===== config.mk =====
export PLATFORM = sky130hd
export DESIGN_NAME = position_step_limiter_3d
export DESIGN_NICKNAME = d
export VERILOG_FILES = /design/src/rtl/psl_pkg.sv /design/src/rtl/psl_mul.sv /design/src/rtl/psl_sqrt.sv /design/src/rtl/psl_div.sv /design/src/rtl/position_step_limiter_3d.sv
export VERILOG_INCLUDE_DIRS = /design/src /design/src/rtl
export SDC_FILE = /design/constraint.sdc
export NUM_CORES = 2
export LEC_CHECK = 0
export BUFFER_PORTS_ARGS = -buffer_cell sky130_fd_sc_hd__clkbuf_2
export CORE_AREA = 2 2 353 355
export CTS_BUF_LIST = sky130_fd_sc_hd__clkbuf_8 sky130_fd_sc_hd__clkbuf_16
export CTS_CLUSTER_SIZE = 24
export DETAILED_ROUTE_END_ITERATION = 16
export DIE_AREA = 0 0 355 357
export GPL_ROUTABILITY_DRIVEN = 0
export PLACE_DENSITY_LB_ADDON = 0.15
export SETUP_SLACK_MARGIN = 0.4
export SLEW_MARGIN = 15
export SYNTH_ARGS = -nofsm -noshare
export SYNTH_HDL_FRONTEND = slang
export SYNTH_SLANG_ARGS = --single-unit

===== constraint.sdc =====
create_clock -name clk -period 6.25 [get_ports clk]
set_clock_uncertainty 0.1 [all_clocks]
set_input_delay 0.3125 -clock clk [delete_from_list [all_inputs] [get_ports clk]]
set_output_delay 0.3125 -clock clk [all_outputs]
set_load 0.01 [all_outputs]

===== src/rtl/assert_macros.svh =====
// assertion macros shared by the rtl
`ifndef ASSERT_MACROS_SVH
`define ASSERT_MACROS_SVH

// property must hold at every clock edge outside reset
`define ASSERT_ALWAYS(lbl, prop, msg) \
	lbl: assert property (@(posedge clk) disable iff (!arst_n) (prop)) else $error(msg);

// when the trigger holds, the result holds in the cycle after
`define ASSERT_NEXT(lbl, trig, res, msg) \
	lbl: assert property (@(posedge clk) disable iff (!arst_n) (trig) |=> (res)) else $error(msg);

`endif


===== src/rtl/psl_pkg.sv =====
// constants and widths of the 3d position step limiter
package psl_pkg;
	localparam int CW = 32;
	localparam int DW = CW + 1;
	localparam int MW = 2 * DW;
	localparam int SW = 31;
	localparam int GW = 17;
	localparam int GAIN_SHIFT = 16;
	localparam logic [GW-1:0] GAIN_ONE = GW'(65536);
	localparam logic [SW-1:0] STEP_LIMIT_RESET = SW'(589824);
	localparam logic REG_STEP_LIMIT = 1'b0;
	localparam logic REG_SMOOTH_GAIN = 1'b1;
endpackage


===== src/rtl/psl_mul.sv =====
// bit-serial shift-and-add multiplier, one multiplier bit per cycle
module psl_mul import psl_pkg::*; (
	input  logic          clk,
	input  logic          arst_n,
	input  logic          start,
	input  logic [DW-1:0] a,
	input  logic [DW-1:0] b,
	output logic          done,
	output logic [MW-1:0] prod
);
	localparam int NW = $clog2(DW);

	logic [MW-1:0] acc_q;
	logic [DW-1:0] a_q;
	logic [NW-1:0] cnt_q;
	logic          busy_q;
	logic          done_q;
	logic [DW:0]   part;

	assign part = {1'b0, acc_q[MW-1:DW]} + (acc_q[0] ? {1'b0, a_q} : (DW+1)'(0));

	always_ff @(posedge clk or negedge arst_n) begin
		if (!arst_n) begin
			busy_q <= 1'b0;
			done_q <= 1'b0;
			cnt_q <= '0;
		end else begin
			done_q <= 1'b0;
			if (start) begin
				busy_q <= 1'b1;
				cnt_q <= '0;
			end else if (busy_q) begin
				cnt_q <= cnt_q + NW'(1);
				if (cnt_q == NW'(DW - 1)) begin
					busy_q <= 1'b0;
					done_q <= 1'b1;
				end
			end
		end
	end

	always_ff @(posedge clk) begin
		if (start) begin
			a_q <= a;
			acc_q <= {DW'(0), b};
		end else if (busy_q) begin
			acc_q <= {part, acc_q[DW-1:1]};
		end
	end

	assign done = done_q;
	assign prod = acc_q;
endmodule


===== src/rtl/psl_sqrt.sv =====
// restoring integer square root, two radicand bits per cycle
module psl_sqrt import psl_pkg::*; (
	input  logic          clk,
	input  logic          arst_n,
	input  logic          start,
	input  logic [MW-1:0] rad,
	output logic          done,
	output logic [DW-1:0] root
);
	localparam int NW = $clog2(DW);

	logic [MW-1:0] n_q;
	logic [DW:0]   r_q;
	logic [DW-1:0] q_q;
	logic [NW-1:0] cnt_q;
	logic          busy_q;
	logic          done_q;
	logic [DW+2:0] t;
	logic [DW+2:0] trial;

	assign t = {r_q, n_q[MW-1:MW-2]};
	assign trial = {1'b0, q_q, 2'b01};

	always_ff @(posedge clk or negedge arst_n) begin
		if (!arst_n) begin
			busy_q <= 1'b0;
			done_q <= 1'b0;
			cnt_q <= '0;
		end else begin
			done_q <= 1'b0;
			if (start) begin
				busy_q <= 1'b1;
				cnt_q <= '0;
			end else if (busy_q) begin
				cnt_q <= cnt_q + NW'(1);
				if (cnt_q == NW'(DW - 1)) begin
					busy_q <= 1'b0;
					done_q <= 1'b1;
				end
			end
		end
	end

	always_ff @(posedge clk) begin
		if (start) begin
			n_q <= rad;
			r_q <= '0;
			q_q <= '0;
		end else if (busy_q) begin
			n_q <= {n_q[MW-3:0], 2'b00};
			if (t >= trial) begin
				r_q <= (DW+1)'(t - trial);
				q_q <= {q_q[DW-2:0], 1'b1};
			end else begin
				r_q <= t[DW:0];
				q_q <= {q_q[DW-2:0], 1'b0};
			end
		end
	end

	assign done = done_q;
	assign root = q_q;
endmodule


===== src/rtl/psl_div.sv =====
// restoring long division, one quotient bit per cycle
module psl_div import psl_pkg::*; (
	input  logic          clk,
	input  logic          arst_n,
	input  logic          start,
	input  logic [MW-1:0] num,
	input  logic [DW-1:0] den,
	output logic          done,
	output logic [DW-1:0] quot
);
	localparam int NW = $clog2(MW);

	logic [MW-1:0] n_q;
	logic [DW-1:0] d_q;
	logic [DW-1:0] r_q;
	logic [DW-1:0] q_q;
	logic [NW-1:0] cnt_q;
	logic          busy_q;
	logic          done_q;
	logic [DW:0]   t;

	assign t = {r_q, n_q[MW-1]};

	always_ff @(posedge clk or negedge arst_n) begin
		if (!arst_n) begin
			busy_q <= 1'b0;
			done_q <= 1'b0;
			cnt_q <= '0;
		end else begin
			done_q <= 1'b0;
			if (start) begin
				busy_q <= 1'b1;
				cnt_q <= '0;
			end else if (busy_q) begin
				cnt_q <= cnt_q + NW'(1);
				if (cnt_q == NW'(MW - 1)) begin
					busy_q <= 1'b0;
					done_q <= 1'b1;
				end
			end
		end
	end

	always_ff @(posedge clk) begin
		if (start) begin
			n_q <= num;
			d_q <= den;
			r_q <= '0;
			q_q <= '0;
		end else if (busy_q) begin
			n_q <= {n_q[MW-2:0], 1'b0};
			if (t >= {1'b0, d_q}) begin
				r_q <= DW'(t - {1'b0, d_q});
				q_q <= {q_q[DW-2:0], 1'b1};
			end else begin
				r_q <= t[DW-1:0];
				q_q <= {q_q[DW-2:0], 1'b0};
			end
		end
	end

	assign done = done_q;
	assign quot = q_q;
endmodule


===== src/rtl/position_step_limiter_3d.sv =====
// 3d position step limiter: sequencer around serial multiplier, root and divider
// load beat: accept goes straight to ST_OUT, which registers the result; track
// beat: length set by the bit-serial multiplier (6 products, or 9 when the step
// is clipped), the bit-serial root and three divisions; output stalls add on
// one beat in flight, next accept the cycle after the result is registered
// reset: position zero, step limit 9.0, smooth_gain 1.0, no result pending
module position_step_limiter_3d import psl_pkg::*; (
	input  logic                 clk,
	input  logic                 arst_n,
	input  logic                 cfg_valid,
	output logic                 cfg_ready,
	input  logic                 cfg_index,
	input  logic [31:0]          cfg_data,
	input  logic                 in_valid,
	output logic                 in_stall,
	input  logic                 mode,
	input  logic signed [CW-1:0] target_x,
	input  logic signed [CW-1:0] target_y,
	input  logic signed [CW-1:0] target_z,
	output logic                 out_valid,
	input  logic                 out_stall,
	output logic signed [CW-1:0] pos_x,
	output logic signed [CW-1:0] pos_y,
	output logic signed [CW-1:0] pos_z,
	output logic                 clipped
);
	`include "assert_macros.svh"

	typedef enum logic [2:0] {
		ST_IDLE, ST_GAIN, ST_SQR, ST_ROOT, ST_SCALE, ST_DIV, ST_UPD, ST_OUT
	} state_t;

	localparam logic signed [CW+2:0] POS_MAX = (CW+3)'((64'sd1 <<< (CW - 1)) - 1);
	localparam logic signed [CW+2:0] POS_MIN = -POS_MAX - (CW+3)'(1);

	state_t               state_q;
	logic [SW-1:0]        step_limit_q;
	logic [GW-1:0]        smooth_gain_q;
	logic [GW-1:0]        gain_q;
	logic signed [CW-1:0] cur_q [3];
	logic [DW-1:0]        mag_q [3];
	logic [2:0]           neg_q;
	logic [MW-1:0]        sum_q;
	logic [DW-1:0]        len_q;
	logic [1:0]           k_q;
	logic                 clip_q;
	logic                 mul_go_q;
	logic                 sqrt_go_q;
	logic                 div_go_q;
	logic                 out_valid_q;
	logic signed [CW-1:0] pos_q [3];
	logic                 clipped_q;

	logic signed [CW-1:0] tgt [3];
	logic signed [DW-1:0] dif [3];
	logic signed [CW+2:0] nxt [3];
	logic [DW-1:0]        mul_b;
	logic                 mul_done;
	logic [MW-1:0]        mul_prod;
	logic                 sqrt_done;
	logic [DW-1:0]        sqrt_root;
	logic                 div_done;
	logic [DW-1:0]        div_quot;
	logic                 scaling;
	logic                 root_short;

	assign tgt[0] = target_x;
	assign tgt[1] = target_y;
	assign tgt[2] = target_z;

	always_comb begin
		for (int k = 0; k < 3; k++) begin
			dif[k] = DW'(tgt[k]) - DW'(cur_q[k]);
			if (neg_q[k])
				nxt[k] = (CW+3)'(cur_q[k]) - $signed({2'b00, mag_q[k]});
			else
				nxt[k] = (CW+3)'(cur_q[k]) + $signed({2'b00, mag_q[k]});
			if (nxt[k] > POS_MAX)
				nxt[k] = POS_MAX;
			else if (nxt[k] < POS_MIN)
				nxt[k] = POS_MIN;
		end
	end

	always_comb begin
		case (state_q)
			ST_GAIN: mul_b = DW'(gain_q);
			ST_SQR:  mul_b = mag_q[k_q];
			default: mul_b = DW'(step_limit_q);
		endcase
	end

	psl_mul u_mul (
		.clk(clk), .arst_n(arst_n), .start(mul_go_q), .a(mag_q[k_q]), .b(mul_b),
		.done(mul_done), .prod(mul_prod)
	);

	psl_sqrt u_sqrt (
		.clk(clk), .arst_n(arst_n), .start(sqrt_go_q), .rad(sum_q),
		.done(sqrt_done), .root(sqrt_root)
	);

	psl_div u_div (
		.clk(clk), .arst_n(arst_n), .start(div_go_q), .num(mul_prod), .den(len_q),
		.done(div_done), .quot(div_quot)
	);

	always_ff @(posedge clk or negedge arst_n) begin
		if (!arst_n) begin
			state_q <= ST_IDLE;
			step_limit_q <= STEP_LIMIT_RESET;
			smooth_gain_q <= GAIN_ONE;
			gain_q <= GAIN_ONE;
			for (int k = 0; k < 3; k++) begin
				cur_q[k] <= '0;
				mag_q[k] <= '0;
				pos_q[k] <= '0;
			end
			neg_q <= '0;
			sum_q <= '0;
			len_q <= '0;
			k_q <= '0;
			clip_q <= 1'b0;
			mul_go_q <= 1'b0;
			sqrt_go_q <= 1'b0;
			div_go_q <= 1'b0;
			out_valid_q <= 1'b0;
			clipped_q <= 1'b0;
		end else begin
			mul_go_q <= 1'b0;
			sqrt_go_q <= 1'b0;
			div_go_q <= 1'b0;
			if (out_valid_q && !out_stall)
				out_valid_q <= 1'b0;
			if (cfg_valid) begin
				case (cfg_index)
					REG_STEP_LIMIT:  step_limit_q <= cfg_data[SW-1:0];
					REG_SMOOTH_GAIN: smooth_gain_q <= cfg_data[GW-1:0];
					default:         step_limit_q <= step_limit_q;
				endcase
			end
			case (state_q)
				ST_IDLE: begin
					if (in_valid) begin
						clip_q <= 1'b0;
						k_q <= '0;
						if (mode) begin
							for (int k = 0; k < 3; k++)
								cur_q[k] <= tgt[k];
							state_q <= ST_OUT;
						end else begin
							for (int k = 0; k < 3; k++) begin
								neg_q[k] <= dif[k][DW-1];
								mag_q[k] <= dif[k][DW-1] ? DW'(-dif[k]) : DW'(dif[k]);
							end
							gain_q <= (smooth_gain_q > GAIN_ONE) ? GAIN_ONE : smooth_gain_q;
							mul_go_q <= 1'b1;
							state_q <= ST_GAIN;
						end
					end
				end
				ST_GAIN: begin
					if (mul_done) begin
						mag_q[k_q] <= mul_prod[GAIN_SHIFT +: DW];
						mul_go_q <= 1'b1;
						if (k_q == 2'd2) begin
							k_q <= '0;
							sum_q <= '0;
							state_q <= ST_SQR;
						end else begin
							k_q <= k_q + 2'd1;
						end
					end
				end
				ST_SQR: begin
					if (mul_done) begin
						sum_q <= sum_q + mul_prod;
						if (k_q == 2'd2) begin
							sqrt_go_q <= 1'b1;
							state_q <= ST_ROOT;
						end else begin
							k_q <= k_q + 2'd1;
							mul_go_q <= 1'b1;
						end
					end
				end
				ST_ROOT: begin
					if (sqrt_done) begin
						len_q <= sqrt_root;
						if (sqrt_root > DW'(step_limit_q)) begin
							clip_q <= 1'b1;
							k_q <= '0;
							mul_go_q <= 1'b1;
							state_q <= ST_SCALE;
						end else begin
							state_q <= ST_UPD;
						end
					end
				end
				ST_SCALE: begin
					if (mul_done) begin
						div_go_q <= 1'b1;
						state_q <= ST_DIV;
					end
				end
				ST_DIV: begin
					if (div_done) begin
						mag_q[k_q] <= div_quot;
						if (k_q == 2'd2) begin
							state_q <= ST_UPD;
						end else begin
							k_q <= k_q + 2'd1;
							mul_go_q <= 1'b1;
							state_q <= ST_SCALE;
						end
					end
				end
				ST_UPD: begin
					for (int k = 0; k < 3; k++)
						cur_q[k] <= nxt[k][CW-1:0];
					state_q <= ST_OUT;
				end
				ST_OUT: begin
					if (!out_valid_q || !out_stall) begin
						for (int k = 0; k < 3; k++)
							pos_q[k] <= cur_q[k];
						clipped_q <= clip_q;
						out_valid_q <= 1'b1;
						state_q <= ST_IDLE;
					end
				end
				default: state_q <= ST_IDLE;
			endcase
		end
	end

	assign cfg_ready = 1'b1;
	assign in_stall = (state_q != ST_IDLE);
	assign out_valid = out_valid_q;
	assign pos_x = pos_q[0];
	assign pos_y = pos_q[1];
	assign pos_z = pos_q[2];
	assign clipped = clipped_q;

	assign scaling = (state_q == ST_SCALE || state_q == ST_DIV);
	assign root_short = state_q == ST_ROOT && sqrt_done && !(sqrt_root > DW'(step_limit_q));

	`ASSERT_NEXT(a_accept_busy, in_valid && !in_stall, in_stall, "accepted beat did not block input")
	`ASSERT_ALWAYS(a_scale_clip, scaling |-> clip_q, "scaling without clip")
	`ASSERT_NEXT(a_short_step, root_short, state_q == ST_UPD && !clip_q, "short step not updated")
endmodule

==> run_results.csv <==
group,metric,value,unit
status,status,"completed",
global_route,grt_usage,0.2907,
worst_setup_path,worst-setup-path-type,"reg -> reg",
place,place_ws,0.3089,ns
timing,finalHoldViolCount,0,
worst_setup_path,cpMostUsedCell,"a21oi_1",
cts,cts.path.max_buffers,3,
synth,syn_inst,6724,
synth,ys_types,107,
timing,worst_slew_pin_slew,1.404,ns
worst_setup_path,critPathCaptureType,"flip-flop",
power_and_ir_drop,p_per_area,221.8,mW/mm^2
synth,synthFlopType,"dfrtp_1",
cts,path_clk_slew,0.06,ns
worst_setup_path,reg2reg_from,"mag_q[72]$_DFFE_PN0P_",
worst_setup_path,critical_path_required,6.76,ns
cts,root_buffer,"clkbuf_16",
flow_run,drv_cap,0,
worst_setup_path,crit_chain,"nor4_4 -> nand2b_1 -> or3_4 -> or4_4 -> nor2_2 -> a21oi_1 -> xnor2_1 -> ha_2 -> a2111oi_2 -> o21ai_1 -> a221o_1 -> nor3_2 -> o41ai_2 -> a311oi_2 -> o21ai_0 -> a21oi_1 -> xnor2_2 -> o21ai_4 -> clkbuf_16 -> a21oi_1 -> a211oi_1",
synth,yosys.area.top_type,"dfrtp_1",
worst_setup_path,rrSetupSlack,0.59,ns
cells_and_area,syn_to_final_growth,12.99,%
timing,finalSetupViolations,0,
timing,period_share,0.9053,
global_route,grt_max_degree,161,
worst_setup_path,crit_fanout,15,
synth,ys_seq_area_frac,0.3708,
worst_setup_path,cp_slowest_cell,"or4_4",
floorplan,num_rows,129,
place,dpl.hpwl,141.8,mm
timing,relSlewSlack,0.05398,
timing,rsz0062_at_grt,"false",
synth,syn_area,0.06102,mm^2
synth,synthesis.nets,7280,
timing,fin_crit,5.658,ns
synth,synth_warnings,0,
cts,cts_made_buffers,103,
global_route,grt_pass1_vias,49639,
worst_setup_path,worst_path_largest_cell_delay,0.50,ns
cts,cts_tree,"built",
route,drt_iter0_markers,5191,
power_and_ir_drop,irDropWorstVdd,0.0002427,V
worst_setup_path,reg2reg_to,"cur_q[88]$_DFFE_PN0P_",
floorplan,chipWidth,355,um
global_route,antenna_found_initial,6,
synth,synth_edf_count,231,
cells_and_area,layout-drive-gt1-share,0.1223,
cells_and_area,fin_nets,7501,
synth,ys_top_cells_by_area,"dfrtp_1 20%, edfxtp_1 11%, ha_1 8.4%",
floorplan,fp.dieH,357,um
timing,fmax,176.7,MHz
worst_setup_path,arrival,6.17,ns
worst_setup_path,critPathLaunchType,"flip-flop",
floorplan,coreArea,0.1230,mm^2
cts,ctsHtreeMaxLevel,3,
floorplan,die_area,0.1267,mm^2
cts,cts_sinks,891,
timing,finalSetupTns,0,ns
place,port_buffers,232,
worst_setup_path,worstRegToRegCells,21,
worst_hold_path,hold_class,"in -> async",
worst_setup_path,crit_family,"compound AO/OA/AOI/OAI gates",
synth,ys_ff_latch,891,
global_route,grt_overflow_total,0,
synth,syn_area_per_cell,9.075,um^2
global_route,grt_pass1_wl,291.0,mm
worst_setup_path,critical_path_buf_inv_count,1,
timing,setup_ws,0.5918,ns
route,drtPass1Iterations,6,
floorplan,initial_core_util,0.4961,
route,drcViolationCount,0,
route,wl_per_cell,21.77,um
route,antenna_left,0,
route,dr_total_vias,52552,
synth,synth_top_area_frac,0.2010,
route,via_per_inst,6.056,
route,totalWireLength,188.9,mm
floorplan,pin_count,235,
synth,postSynth.asyncResetShare,0.5544,
cts,insertion_delay,0.73,ns
timing,drv_slew,0,
power_and_ir_drop,leakagePower,30.51,nW
[synthesized netlist by cell type, types with 41 or more instances]
cell,n
nor2_1,626
nand2_1,499
a21oi_1,493
dfrtp_1,490
o21ai_0,415
ha_1,412
inv_1,340
xnor2_1,310
mux2_2,249
clkbuf_1,248
edfxtp_1,231
a21o_1,189
mux2i_1,188
nor3_1,184
xor2_1,178
dfxtp_1,166
a211oi_1,154
nand3_1,106
and2_1,87
a221oi_1,83
a31oi_1,75
a22oi_1,64
o21bai_1,64
nor2b_1,62
nand2b_1,61
nand4_1,59
o21a_1,50
nor4_1,45
o31ai_1,41
[worst reg2reg max path, cell delays in order, from the launching register on]
cell and delay (ns):
dfrtp_2 0.46, nor4_4 0.29, nand2b_1 0.14, or3_4 0.37, or4_4 0.50, nor2_2 0.17
a21oi_1 0.11, xnor2_1 0.24, ha_2 0.35, a2111oi_2 0.38, o21ai_1 0.14, a221o_1 0.35
nor3_2 0.14, o41ai_2 0.14, a311oi_2 0.29, o21ai_0 0.13, a21oi_1 0.23, xnor2_2 0.16
o21ai_4 0.33, clkbuf_16 0.26, a21oi_1 0.06, a211oi_1 0.20
[layout by cell type (no fill, tap or decap), types with 23 or more instances in the layout]
cell,Yosys,routed
mux2i_1,188,188
o31ai_1,41,41
mux2_2,249,249
and3_1,29,29
clkbuf_16,0,112
nor2_1,626,620
nand4_1,59,59
buf_4,7,64
a21o_1,189,189
dlygate4sd3_1,0,131
nand3_1,106,106
a21oi_1,493,490
a22oi_1,64,64
a31oi_1,75,75
o22ai_1,24,23
dfxtp_1,166,166
edfxtp_1,231,231
a22o_1,24,24
a221oi_1,83,83
dfrtp_1,490,480
o21bai_1,64,63
o21a_1,50,50
ha_1,412,410
nand2b_1,61,61
and2_1,87,86
o21ai_0,415,413
or3_1,38,37
nor2b_1,62,61
xnor2_1,310,308
xor2_1,178,178
nor4_1,45,41
nor3_1,184,182
nand2_1,499,497
inv_1,340,361
o211ai_1,26,26
a211oi_1,154,145
clkbuf_2,1,231
[layer usage]
| layer | routed length, um | GRT usage |
|---|---|---|
| met1 | 84930 | 0.4135 |
| met2 | 82220 | 0.4456 |
| met3 | 14140 | 0.04082 |
| met4 | 7604 | 0.1177 |
| met5 | 13 | 0 |
[logic make-up after synthesis]
group,count (synthesis),synth area share
buffers and inverters,662,0.04226
other,1,0.00006146
adders and majority gates,421,0.08743
muxes,437,0.07679
AOI/OAI and AO/OA,1922,0.2061
DFF,891,0.3708
xor gates and xnor gates,488,0.07005
and+or+nand+nor,1902,0.1465
[report_power, final]
group          total [mW]  internal [mW]  switching, mW
Clock                6.47           3.84           2.64
Sequential           6.53           6.22          0.310
Combinational        2.29          0.993           1.29
Total                15.3           11.0           4.24
[metrics by stage]
stage	hold WS, ns	std cells	total power [mW]	area (um^2)	utilization
after floorplan	-0.08309	6724	8.153	61020	-
after global placement	0.2088	8338	8.782	63700	0.5179
after detailed placement	0.2082	8338	8.824	63700	0.5179
after CTS	0.004190	8664	15.38	68700	0.5586
after global routing	0.07313	8671	15.91	68930	0.5604
final	0.04378	8678	15.29	68950	0.5606
[final cells by class]
type / instances / area (um^2)
tap: 1637 / 2048
timing repair buffer: 438 / 3193
clock inverter: 65 / 666.9
multi-input combinational: 5171 / 36080
fill: 11127 / 54040
antenna: 7 / 17.52
sequential: 891 / 22650
clock buffer: 129 / 3014
inverter: 340 / 1276
[flip-flops by register name (all words and copies together) (netlist names), 7 cells and up]
name,cells
u_sqrt.n_q,66
pos_y,32
u_mul.a_q,33
gain_q,17
u_sqrt.r_q,34
pos_z,32
sum_q,66
len_q,33
u_div.quot,33
u_div.cnt_q,7
u_div.r_q,33
u_div.n_q,66
u_mul.prod,66
u_div.d_q,33
u_sqrt.root,33
smooth_gain_q,17
mag_q,99
step_limit_q,31
cur_q,96
pos_x,32
[how the worst max path moves through the flow]
stage               cells after the start                   from  slack [ns]                    end
global placement                       21  mag_q[71]$_DFFE_PN0P_        0.42  cur_q[64]$_DFFE_PN0P_
global route                           21  mag_q[72]$_DFFE_PN0P_        0.37  cur_q[80]$_DFFE_PN0P_
floorplan                              22  mag_q[70]$_DFFE_PN0P_        1.05  cur_q[72]$_DFFE_PN0P_
CTS                                    21  mag_q[71]$_DFFE_PN0P_        0.41  cur_q[77]$_DFFE_PN0P_
detailed placement                     21  mag_q[71]$_DFFE_PN0P_        0.31  cur_q[64]$_DFFE_PN0P_
finish                                 21  mag_q[72]$_DFFE_PN0P_        0.59  cur_q[88]$_DFFE_PN0P_
[timing repair]
action	4_1_cts	5_1_grt
hold endpoints to repair	236	0
cloned	0	2
resized for setup	2	27
buffers inserted	1	5
hold buffers	131	0
pin swaps	1	10
setup endpoints to repair	31	93
Power figures use the tool's default switching activity.
